===== src/rtl/core/assert_macros.svh =====
// Assertion macros shared by the RTL of the block allocator.
// No dependencies; included by files that carry concurrent assertions.
`ifndef ASSERT_MACROS_SVH
`define ASSERT_MACROS_SVH

// Same-cycle implication, disabled while reset is asserted.
`define ASSERT_IMPL(label, clk, rst_n, ante, cons) \
  label: assert property (@(posedge clk) disable iff (!rst_n) (ante) |-> (cons)) \
    else $error("implication check failed");

// Next-cycle implication, disabled while reset is asserted.
`define ASSERT_NEXT(label, clk, rst_n, ante, cons) \
  label: assert property (@(posedge clk) disable iff (!rst_n) (ante) |=> (cons)) \
    else $error("next-cycle check failed");

`endif


===== src/rtl/core/bba_pkg.sv =====
// Package of the bitmap block allocator: sizes, widths and the
// controller/datapath command and status structs. No dependencies.
package bba_pkg;

  localparam int NUM_BLOCKS  = 1024;
  localparam int MAX_REQUEST = 64;
  localparam int WORD_W      = 32;
  localparam int NUM_WORDS   = NUM_BLOCKS / WORD_W;
  localparam int IDX_W       = $clog2(NUM_BLOCKS);
  localparam int BIT_W       = $clog2(WORD_W);
  localparam int WADDR_W     = $clog2(NUM_WORDS);
  localparam int PTR_W       = $clog2(MAX_REQUEST);
  localparam int CNT_W       = 7;   // width of the request count field
  localparam int AB_W        = 11;  // width of the active block register
  localparam logic [AB_W-1:0] ACTIVE_RST = AB_W'(1024);

  localparam logic REQ_ALLOC = 1'b0;
  localparam logic REQ_CLEAR = 1'b1;

  typedef struct packed {
    logic clear_map;   // free every block
    logic start_scan;  // latch count, rewind scan pointers
    logic take;        // record lowest free block of current word
    logic next_word;   // advance scan to the next map word
    logic emit;        // send one collected block and mark it used
    logic resp;        // send a single result without block
    logic resp_ok;     // success flag of that single result
  } bba_cmd_t;

  typedef struct packed {
    logic req_clear;
    logic req_zero;
    logic req_big;
    logic free_any;
    logic found_last;
    logic last_word;
    logic emit_last;
    logic out_free;
  } bba_stat_t;

endpackage


===== src/rtl/core/bba_ctrl.sv =====
// Controller of the bitmap block allocator: request sequencing FSM.
// Depends on bba_pkg (command and status structs).
module bba_ctrl import bba_pkg::*; (
  input  logic      clk,
  input  logic      rst_n,
  input  logic      in_valid,
  output logic      in_stall,
  input  bba_stat_t stat,
  output bba_cmd_t  cmd
);

  typedef enum logic [5:0] {
    ST_IDLE      = 6'b000001,
    ST_SCAN      = 6'b000010,
    ST_PRIME     = 6'b000100,
    ST_EMIT      = 6'b001000,
    ST_RESP_OK   = 6'b010000,
    ST_RESP_FAIL = 6'b100000
  } state_t;

  state_t state_r, state_nxt;

  always_ff @(posedge clk) begin
    if (!rst_n) begin
      state_r <= ST_IDLE;
    end else begin
      state_r <= state_nxt;
    end
  end

  assign in_stall = (state_r != ST_IDLE);

  always_comb begin
    state_nxt = state_r;
    cmd       = '0;
    unique case (state_r)
      ST_IDLE: begin
        if (in_valid) begin
          if (stat.req_clear) begin
            cmd.clear_map = 1'b1;
            state_nxt     = ST_RESP_OK;
          end else if (stat.req_zero) begin
            state_nxt = ST_RESP_OK;
          end else if (stat.req_big) begin
            state_nxt = ST_RESP_FAIL;
          end else begin
            cmd.start_scan = 1'b1;
            state_nxt      = ST_SCAN;
          end
        end
      end
      ST_SCAN: begin
        if (stat.free_any) begin
          cmd.take = 1'b1;
          if (stat.found_last) state_nxt = ST_PRIME;
        end else if (stat.last_word) begin
          state_nxt = ST_RESP_FAIL;
        end else begin
          cmd.next_word = 1'b1;
        end
      end
      // first pending entry is read out this cycle
      ST_PRIME: state_nxt = ST_EMIT;
      ST_EMIT: begin
        if (stat.out_free) begin
          cmd.emit = 1'b1;
          if (stat.emit_last) state_nxt = ST_IDLE;
        end
      end
      ST_RESP_OK: begin
        if (stat.out_free) begin
          cmd.resp    = 1'b1;
          cmd.resp_ok = 1'b1;
          state_nxt   = ST_IDLE;
        end
      end
      ST_RESP_FAIL: begin
        if (stat.out_free) begin
          cmd.resp  = 1'b1;
          state_nxt = ST_IDLE;
        end
      end
      default: state_nxt = ST_IDLE;
    endcase
  end

endmodule


===== src/rtl/core/bba_datapath.sv =====
// Datapath of the bitmap block allocator: usage map words, scan unit,
// pending index memory, configuration and output registers. Uses bba_pkg.
module bba_datapath import bba_pkg::*; (
  input  logic             clk,
  input  logic             rst_n,
  input  bba_cmd_t         cmd,
  output bba_stat_t        stat,
  input  logic             in_req_type,
  input  logic [CNT_W-1:0] in_request_count,
  input  logic             cfg_we,
  input  logic [AB_W-1:0]  cfg_data,
  input  logic             out_stall,
  output logic             out_valid,
  output logic [IDX_W-1:0] out_block_index,
  output logic             out_has_block,
  output logic             out_success,
  output logic             out_last
);

  logic [WORD_W-1:0]  map_r [NUM_WORDS];
  logic [IDX_W-1:0]   pend_mem [MAX_REQUEST];
  logic [IDX_W-1:0]   rd_data_r;
  logic [PTR_W-1:0]   rd_addr;

  logic [AB_W-1:0]    active_r;
  logic [AB_W-1:0]    lim;
  logic [WADDR_W-1:0] word_r;
  logic [WORD_W-1:0]  taken_r;
  logic [CNT_W-1:0]   found_r;
  logic [CNT_W-1:0]   want_r;
  logic [PTR_W-1:0]   emit_ptr_r;

  logic [WORD_W-1:0]  act_mask;
  logic [WORD_W-1:0]  free_vec;
  logic [WORD_W-1:0]  lsb_vec;
  logic [BIT_W-1:0]   lsb_pos;
  logic [IDX_W-1:0]   take_idx;

  logic               out_valid_r;
  logic [IDX_W-1:0]   out_idx_r;
  logic               out_has_r;
  logic               out_ok_r;
  logic               out_last_r;
  logic               out_free;

  // Configuration register.
  always_ff @(posedge clk) begin
    if (!rst_n) begin
      active_r <= ACTIVE_RST;
    end else if (cfg_we) begin
      active_r <= cfg_data;
    end
  end

  assign lim = (active_r > AB_W'(NUM_BLOCKS)) ? AB_W'(NUM_BLOCKS) : active_r;

  // Scan of the current word: free, active and not yet taken.
  always_comb begin
    for (int b = 0; b < WORD_W; b++) begin
      act_mask[b] = AB_W'({word_r, BIT_W'(b)}) < lim;
    end
    free_vec = ~map_r[word_r] & act_mask & ~taken_r;
    lsb_vec  = free_vec & (~free_vec + WORD_W'(1));
    lsb_pos  = '0;
    for (int b = 0; b < WORD_W; b++) begin
      lsb_pos = lsb_pos | (lsb_vec[b] ? BIT_W'(b) : BIT_W'(0));
    end
  end

  assign take_idx = {word_r, lsb_pos};

  // Scan pointers.
  always_ff @(posedge clk) begin
    if (cmd.start_scan) begin
      word_r     <= '0;
      taken_r    <= '0;
      found_r    <= '0;
      want_r     <= in_request_count;
      emit_ptr_r <= '0;
    end else begin
      if (cmd.take) begin
        taken_r <= taken_r | lsb_vec;
        found_r <= found_r + CNT_W'(1);
      end
      if (cmd.next_word) begin
        word_r  <= word_r + WADDR_W'(1);
        taken_r <= '0;
      end
      if (cmd.emit) emit_ptr_r <= emit_ptr_r + PTR_W'(1);
    end
  end

  // Usage map: a set bit is a used block.
  always_ff @(posedge clk) begin
    if (!rst_n || cmd.clear_map) begin
      for (int w = 0; w < NUM_WORDS; w++) map_r[w] <= '0;
    end else if (cmd.emit) begin
      map_r[rd_data_r[IDX_W-1:BIT_W]][rd_data_r[BIT_W-1:0]] <= 1'b1;
    end
  end

  // Pending index memory, registered read.
  assign rd_addr = cmd.emit ? emit_ptr_r + PTR_W'(1) : emit_ptr_r;

  always_ff @(posedge clk) begin
    if (cmd.take) pend_mem[found_r[PTR_W-1:0]] <= take_idx;
    rd_data_r <= pend_mem[rd_addr];
  end

  // Output register.
  assign out_free = !out_valid_r || !out_stall;

  always_ff @(posedge clk) begin
    if (!rst_n) begin
      out_valid_r <= 1'b0;
    end else if (cmd.emit || cmd.resp) begin
      out_valid_r <= 1'b1;
    end else if (!out_stall) begin
      out_valid_r <= 1'b0;
    end
  end

  always_ff @(posedge clk) begin
    if (cmd.emit) begin
      out_idx_r  <= rd_data_r;
      out_has_r  <= 1'b1;
      out_ok_r   <= 1'b1;
      out_last_r <= stat.emit_last;
    end else if (cmd.resp) begin
      out_idx_r  <= '0;
      out_has_r  <= 1'b0;
      out_ok_r   <= cmd.resp_ok;
      out_last_r <= 1'b1;
    end
  end

  assign out_valid       = out_valid_r;
  assign out_block_index = out_idx_r;
  assign out_has_block   = out_has_r;
  assign out_success     = out_ok_r;
  assign out_last        = out_last_r;

  // Status toward the controller.
  always_comb begin
    stat            = '0;
    stat.req_clear  = (in_req_type == REQ_CLEAR);
    stat.req_zero   = (in_request_count == '0);
    stat.req_big    = (in_request_count > CNT_W'(MAX_REQUEST));
    stat.free_any   = |free_vec;
    stat.found_last = ((found_r + CNT_W'(1)) == want_r);
    stat.last_word  = (word_r == WADDR_W'(NUM_WORDS - 1));
    stat.emit_last  = ((CNT_W'(emit_ptr_r) + CNT_W'(1)) == want_r);
    stat.out_free   = out_free;
  end

endmodule


===== src/rtl/core/bitmap_block_allocator.sv =====
// Top level of the bitmap first-fit block allocator.
// Depends on bba_pkg, bba_ctrl, bba_datapath and assert_macros.svh.
//
// Input channel (in_valid / in_stall): one request per accepted beat;
//   in_req_type selects allocate or clear, in_request_count the blocks wanted.
// Output channel (out_valid / out_stall): one result per allocated block in
//   ascending index order, out_last on the final one; a clear, a zero count,
//   an oversized count or a shortage of free blocks gives one result without
//   block. cfg_active_blocks (cfg_valid / cfg_ready, ready always high) sets
//   how many blocks, counted from index zero, are managed.
// Timing: a single-result request goes from acceptance through its response
//   state into the output register once the output is free, and the next
//   request is taken once the block is back in idle. An allocate of N blocks
//   scans the map words (one take or one word step per cycle), reads out the
//   first collected index in the prime state, then gives one result per cycle
//   while the output is not stalled; the next request is taken once the block
//   is back in idle. One request is worked on at a time.
// Reset: every block is free and 1024 blocks are active. A stalled output
//   holds its result; nothing is lost.
`include "assert_macros.svh"

module bitmap_block_allocator import bba_pkg::*; (
  input  logic             clk,
  input  logic             rst_n,
  input  logic             in_valid,
  output logic             in_stall,
  input  logic             in_req_type,
  input  logic [CNT_W-1:0] in_request_count,
  output logic             out_valid,
  input  logic             out_stall,
  output logic [IDX_W-1:0] out_block_index,
  output logic             out_has_block,
  output logic             out_success,
  output logic             out_last,
  input  logic             cfg_valid,
  output logic             cfg_ready,
  input  logic [AB_W-1:0]  cfg_active_blocks
);

  bba_cmd_t  cmd;
  bba_stat_t stat;

  // Register writes are taken at any time.
  assign cfg_ready = 1'b1;

  bba_ctrl u_ctrl (
    .clk      (clk),
    .rst_n    (rst_n),
    .in_valid (in_valid),
    .in_stall (in_stall),
    .stat     (stat),
    .cmd      (cmd)
  );

  bba_datapath u_dp (
    .clk              (clk),
    .rst_n            (rst_n),
    .cmd              (cmd),
    .stat             (stat),
    .in_req_type      (in_req_type),
    .in_request_count (in_request_count),
    .cfg_we           (cfg_valid && cfg_ready),
    .cfg_data         (cfg_active_blocks),
    .out_stall        (out_stall),
    .out_valid        (out_valid),
    .out_block_index  (out_block_index),
    .out_has_block    (out_has_block),
    .out_success      (out_success),
    .out_last         (out_last)
  );

  // An accepted request always makes the block busy in the cycle after acceptance.
  `ASSERT_NEXT(a_busy_after_accept, clk, rst_n, in_valid && !in_stall, in_stall)
  // A result carrying a block is always a success.
  `ASSERT_IMPL(a_block_is_success, clk, rst_n, out_valid && out_has_block, out_success)
  // A result without block ends its request.
  `ASSERT_IMPL(a_noblock_is_last, clk, rst_n, out_valid && !out_has_block, out_last)
  // A failure never reports an index.
  `ASSERT_IMPL(a_fail_zero_index, clk, rst_n, out_valid && !out_success,
               out_block_index == '0)

endmodule


===== config.mk =====
export PLATFORM = sky130hd
export DESIGN_NAME = bitmap_block_allocator
export DESIGN_NICKNAME = d
export VERILOG_FILES = /design/src/rtl/core/bba_pkg.sv /design/src/rtl/core/bba_ctrl.sv /design/src/rtl/core/bba_datapath.sv /design/src/rtl/core/bitmap_block_allocator.sv
export VERILOG_INCLUDE_DIRS = /design/src /design/src/rtl/core
export SDC_FILE = /design/constraint.sdc
export NUM_CORES = 2
export LEC_CHECK = 0
export BUFFER_PORTS_ARGS = -buffer_cell sky130_fd_sc_hd__buf_4
export CAP_MARGIN = 20
export CORE_MARGIN = 4
export CORE_UTILIZATION = 57
export CTS_CLUSTER_SIZE = 28
export DETAILED_ROUTE_END_ITERATION = 10
export PLACE_DENSITY = 0.71
export SLEW_MARGIN = 40
export SYNTH_ARGS = -nofsm -noshare
export SYNTH_HDL_FRONTEND = slang
export SYNTH_SLANG_ARGS = --single-unit

===== constraint.sdc =====
create_clock -name clk -period 9.4 [get_ports clk]
set_input_delay 0.94 -clock clk [delete_from_list [all_inputs] [get_ports clk]]
set_output_delay 0.94 -clock clk [all_outputs]
set_load 0.005 [all_outputs]

; Word level (Yosys, flattened, before mapping)
; Memories as Yosys holds them, arrays and structs flattened. A register that Yosys moved wholly into a read port is not among the register bits.
; Cells that the tools add are included.
[totals]
regBits = 88
ramBits = 1664
input_bits = 24
out_inout_bits = 16
word_cells = 202
mem_count = 2
[memory_table]
columns = name, depth, width, read_ports, rd_clocked_by_memory_dff, wr, line_no
row1 = u_dp.map_r, 32, 32, 1, 1, 32, bba_datapath.sv:20  ; logic [WORD_W-1:0] map_r [NUM_WORDS];
row2 = u_dp.pend_mem, 64, 10, 1, 1, 1, bba_datapath.sv:21  ; logic [IDX_W-1:0] pend_mem [MAX_REQUEST];
[op_classes]
n_addsub = 5
order_cmp = 36
eq_ne = 17
n_mux = 79
bitwise_logic = 37
reduce_logical = 14
[ops]
columns = op, count
row1 = < comparator 10 x 11 -> 1 bit, 32
row2 = OR 5 bit, 30
row3 = AND 32 bit, 3
row4 = two-way mux 32 bit, 3
row5 = NOT 32 bit, 3
row6 = two-way mux 5 bit, 19
row7 = two-way mux 6 bit, 11
row8 = OR reduction 32 bit, 2
row9 = adder 32 x 1 -> 32 bit (second input constant), 1
row10 = two-way mux 4 bit, 8
row11 = OR 32 bit, 1
row12 = case mux 6 bit (5 select lines), 1
row13 = two-way mux 1 bit, 22
row14 = two-way mux 10 bit, 2
row15 = == test 7 bit, 2
row16 = two-way mux 2 bit, 6
row17 = two-way mux 3 bit, 4
row18 = > comparator 11 bit (second input constant), 1
row19 = two-way mux 11 bit, 1
row20 = adder 6 x 1 -> 7 bit (second input constant), 1
row21 = adder 7 x 1 -> 7 bit (second input constant), 1
row22 = > comparator 7 bit (second input constant), 1
row23 = logical NOT 7 bit, 1
row24 = adder 6 x 1 -> 6 bit (second input constant), 1
row25 = other kinds (22), 31

; Longest topological paths before layout
[depth]
word_depth = 39
ltp_mapped = 21
ltp_nobuf = 14

; Hierarchy
; Synthesis repeated with hierarchy kept, for this count alone.
[hier_totals]
hier_cells = 5090
hier_area_um2 = 70184.8
[by_module_without_submodules]
columns = mod, n_inst, cells_per_inst, area_per_inst_um2, seq_area_each_um2
row1 = bba_datapath, 1, 5033, 69708.1, 41840.1
row2 = bba_ctrl, 1, 55, 465.4, 120.1
row3 = bitmap_block_allocator, 1, 2, 11.3, 0.0

; Worst setup path after synthesis
; Ideal clock, no wire load.
[synth_timing]
path_kind = flip-flop to flip-flop
start = register u_dp.word_r[3]
end = memory u_dp.pend_mem[0][1] in the netlist's numbering, data pin
setup_ps = 673
arrival_ps = 4953
required_time_ps = 8727
setup_slack_ps = 3774
stages_incl_launch_ff = 14
path_buffers = 3
synth_period_minus_slack_ps = 5626
path_cell_list = dfxtp_1 -> ha_1 -> a211oi_1 -> o32ai_1 -> clkbuf_1 -> or2_2 -> or4_1 -> nand4_1 -> nand4bb_1 -> clkbuf_2 -> buf_4 -> o21ba_2 -> nor3_1 -> nand4_1
[synth_via]
elab_chain_cells = 37
elab_cells_between_ends = 83
classes_between = add/sub: 1 / order compare: 32 / mux: 16 / bitwise: 34
[synth_rtl]
columns = item, line_no
row1 = "start, declared", bba_datapath.sv:27  ; logic [WADDR_W-1:0] word_r;
row2 = "start signal, assigned", bba_datapath.sv:86  ; word_r <= word_r + WADDR_W'(1);
row3 = < comparator 10 x 11 -> 1 bit, bba_datapath.sv:60  ; act_mask[b] = AB_W'({word_r, BIT_W'(b)}) < lim;
row4 = AND 32 bit * (2 in series), bba_datapath.sv:62  ; free_vec = ~map_r[word_r] & act_mask & ~taken_r;
row5 = NOT 32 bit, bba_datapath.sv:63  ; lsb_vec = free_vec & (~free_vec + WORD_W'(1));
row6 = adder 32 x 1 -> 32 bit, bba_datapath.sv:63
row7 = AND 32 bit *, bba_datapath.sv:63
row8 = two-way mux 2 bit, bba_datapath.sv:66  ; lsb_pos = lsb_pos | (lsb_vec[b] ? BIT_W'(b) : BIT_W'(0));
row9 = OR 5 bit (29 in series), bba_datapath.sv:66
row10 = OR 5 bit *, bba_datapath.sv:66
row11 = via u_dp.lsb_pos[1], bba_datapath.sv:36  ; logic [BIT_W-1:0] lsb_pos;
row12 = "end, declared", bba_datapath.sv:21
; The timed path passes the listed nets; every way through them passes the cells marked *.

==> out/results.tsv <==
stage	metric	value	unit
hold_path	hold path depth	1	
sta	WHS	0.324	ns
place	dpl hpwl	125000	um
power	Sw Pwr	0.00499	W
detailed_routing	vias per cell	6.84	
floorplanning	Die X	359	um
floorplanning	die area	129000	um^2
synth	cell count after synthesis	5399	
clock_tree	cts hold-fix bufs	0	
setup_path	CP Max Fanout	42	
synth	Post-synth EDFFs	658	
sta	setup TNS	0	ns
clock_tree	deepest clock path buffer count	3	
detailed_routing	Pre-antenna DRT Iters	8	
power	Clock Power Share	40.2	%
detailed_routing	Initial DRC Count	7066	
synth	synthesized area	70200	um^2
global_routing	antenna violations before repair	9	
detailed_routing	vias	48000	
clock_tree	clk root buf	clkbuf_16	
detailed_routing	WL final	208000	um
clock_tree	Worst-Skew Late Latency	0.81	ns
floorplanning	num ports	40	
setup_path	Worst setup EP type	flop	
setup_path	slowest stage delay, CP	0.72	ns
global_routing	Total GRT Usage	31.4	%
global_routing	vias in the first global route	45300	
global_routing	GRT overflow	0	
sta	Final setup viols	0	
setup_path	worst r2r path cells	12	
detailed_routing	WL per Instance	29.6	um
finish	fin nets	5278	
clock_tree	CTS tree	done	
synth	Synth top cells by count	1109 x dfxtp_1, 658 x edfxtp_1, 625 x nand2_1, 534 x o21ai_0, 525 x a22o_1	
synth	Yosys reg bits	1767	
synth	syn_area_per_cell	13.0	um^2
floorplanning	Die Span Y	359	um
synth	library cells used by synthesis	96	
clock_tree	setup bufs post-CTS	0	
synth	Area contributors post-synth	dfxtp_1 32%, edfxtp_1 28%, mux4_2 11%	
synth	register area share after synthesis	59.7	%
sta	unrepaired setup endpoints after global routing	no	
finish	n_diodes	0	
power	switching share of power	27.8	%
synth	Synth top area share	31.6	%
floorplanning	Initial Util	57.6	%
sta	Final Cycle Share	70.4	%
place	PortBufs	38	
hold_path	Hold Crit Class	in2reg	
setup_path	CP Launch Type	flop	
finish	post-layout util	64.2	%
synth	Most used DFF post-synth	dfxtp_1	
power	Internal Power	0.0130	W
job	max cap viols	0	
sta	Final Slew Violations	0	
sta	Final Hold Fails	0	
power	Static Leak	26.2	nW
sta	worst-margin pin slew	0.993	ns
setup_path	Crit path required time	9.91	ns
finish	proportion of layout cells with a drive suffix above 1	18.5	%
clock_tree	cts repair resizes	0	
synth	asr flop ratio synth	0	%
detailed_routing	DRC viols	0	
synth	top-count cell post-synth	dfxtp_1	
setup_path	kind of critical path	reg2reg	
place	gpl congestion	0.909	
finish	P&R area growth vs syn	11.6	%
clock_tree	total clock sinks	1767	
power	VDD IR-drop max	0.221	mV
synth	syn_nets	5433	
global_routing	largest net degree at the start of global routing	217	
clock_tree	clk slew on worst S/H paths	0.06	ns
floorplanning	CORE AREA	122000	um^2
setup_path	slowest CP cell	nand3_1	
synth	cell taking the most area after synthesis	dfxtp_1	
sta	Fmax	151	MHz
sta	worst-case headroom to the max-slew limit	33.7	%
power	PD cells	229	nW/um^2
run_status	status	finished, final reports clean	
setup_path	delay-heaviest family, CP	simple AND/OR/NAND/NOR gates	
setup_path	WP buf/inv	2	
sta	minimum clock period	6.61	ns
global_routing	first-pass GRT wire length	307000	um
setup_path	Worst EP arrival	7.13	ns
sta	Final Skew	0.0521	ns
clock_tree	total CTS buffers	171	
power	combinational share of power	13.3	%
synth	Synth Warn #	0	
floorplanning	FP Rows	128	
detailed_routing	Detail Route Antenna Nets	0	
power	Reg power frac	46.5	%
setup_path	Critical Path, Cell by Cell	buf_4, nand3_1, o221ai_1, a211oi_1, o21ai_0, o41ai_2, nor4_4, nand4bb_2, o21ai_0, nor2_1, or4b_2, buf_4	
clock_tree	H-tree lvl count	4	
setup_path	WP depth	12	
metal layers:
layer	global-route usage [%]	part of all wire, %
met5	0	0.026
met4	11.9	4.2
met3	7.70	12
met2	46.3	44
met1	45.4	40
area by class of cell:
type	count	area (um^2)
Fill cell	8897	43700
Sequential cell	1767	42000
Clock buffer	235	4840
Timing Repair Buffer	154	1460
Multi-Input combinational cell	3126	26800
Clock inverter	85	1150
Tap cell	1625	2030
Inverter	24	90.1
final timing paths:
kind	start	endpoint	slack (ns)
worst max-delay path	flop	u_dp.pend_mem[35][3]	2.79
worst min-delay path	in_request_count[4]	u_dp.want_r[4]	0.32
worst max register to register	flop	u_dp.pend_mem[35][3]	2.79
worst min register to register	u_dp.map_r[31][20]	u_dp.map_r[31][20]	0.45
stage by stage:
stage               instances  instance area (um^2)  total power, W  setup slack (ns)
floorplan                5399                 70200         0.00988              3.77
global placement         6682                 71500          0.0107              2.71
detailed placement       6687                 72100          0.0108              3.03
CTS                      7007                 78100          0.0179              2.98
global route             7016                 78400          0.0184              2.64
finish                   7016                 78400          0.0180              2.79
power by group through the flow:
stage	Sequential (W)	Combinational, W	Clock (W)
global placement	0.00853	0.00215	0
finish	0.00836	0.00239	0.00721
global route	0.00836	0.00247	0.00761
CTS	0.00838	0.00225	0.00726
detailed placement	0.00855	0.00224	0
floorplan	0.00843	0.00145	0
layout by cell type, fill, tap and decap left out, types with 12 or more instances in the layout:
| master | instances |
|---|---|
| mux2i_1 | 230 |
| nor2_2 | 56 |
| mux2_2 | 15 |
| a21oi_1 | 75 |
| clkbuf_16 | 172 |
| nand2_2 | 27 |
| nand2_1 | 598 |
| bufinv_16 | 18 |
| xnor2_1 | 14 |
| clkbuf_1 | 33 |
| a211oi_1 | 22 |
| a2bb2oi_1 | 12 |
| o21a_1 | 19 |
| dfxtp_1 | 1098 |
| and2_1 | 24 |
| inv_1 | 22 |
| nor2b_1 | 27 |
| a31oi_1 | 17 |
| nor3_1 | 25 |
| nor4_4 | 34 |
| a221oi_1 | 12 |
| clkinv_1 | 15 |
| a22oi_1 | 58 |
| nor2_1 | 101 |
| mux4_2 | 350 |
| buf_4 | 127 |
| clkinv_2 | 35 |
| and3_1 | 22 |
| a22o_1 | 525 |
| nand3b_1 | 17 |
| o221ai_1 | 21 |
| clkbuf_8 | 30 |
| mux4_1 | 18 |
| nand3_1 | 38 |
| edfxtp_1 | 658 |
| o21ai_0 | 532 |
| buf_12 | 13 |
state kept, by name, indices dropped and copies added, names as in the netlist, 5 cells and up, named ones only:
name                  cells
u_ctrl.state_r            6
u_dp.active_r            11
u_dp.emit_ptr_r           6
u_dp.found_r              7
u_dp.map_r             1024
u_dp.out_block_index     10
u_dp.pend_mem           640
u_dp.rd_data_r           10
u_dp.taken_r             32
u_dp.want_r               7
u_dp.word_r               5
cells by family after synthesis:
logic type	count (synthesis)	synth area share, %
flops	1767	59.7
compound gates	1386	13.8
fa+ha+maj	10	0.178
xor+xnor	27	0.337
buf+inv	506	3.47
mux	615	15.4
simple gates	1087	7.01
other cells	1	0.00534
Power figures use the tool's default switching activity.
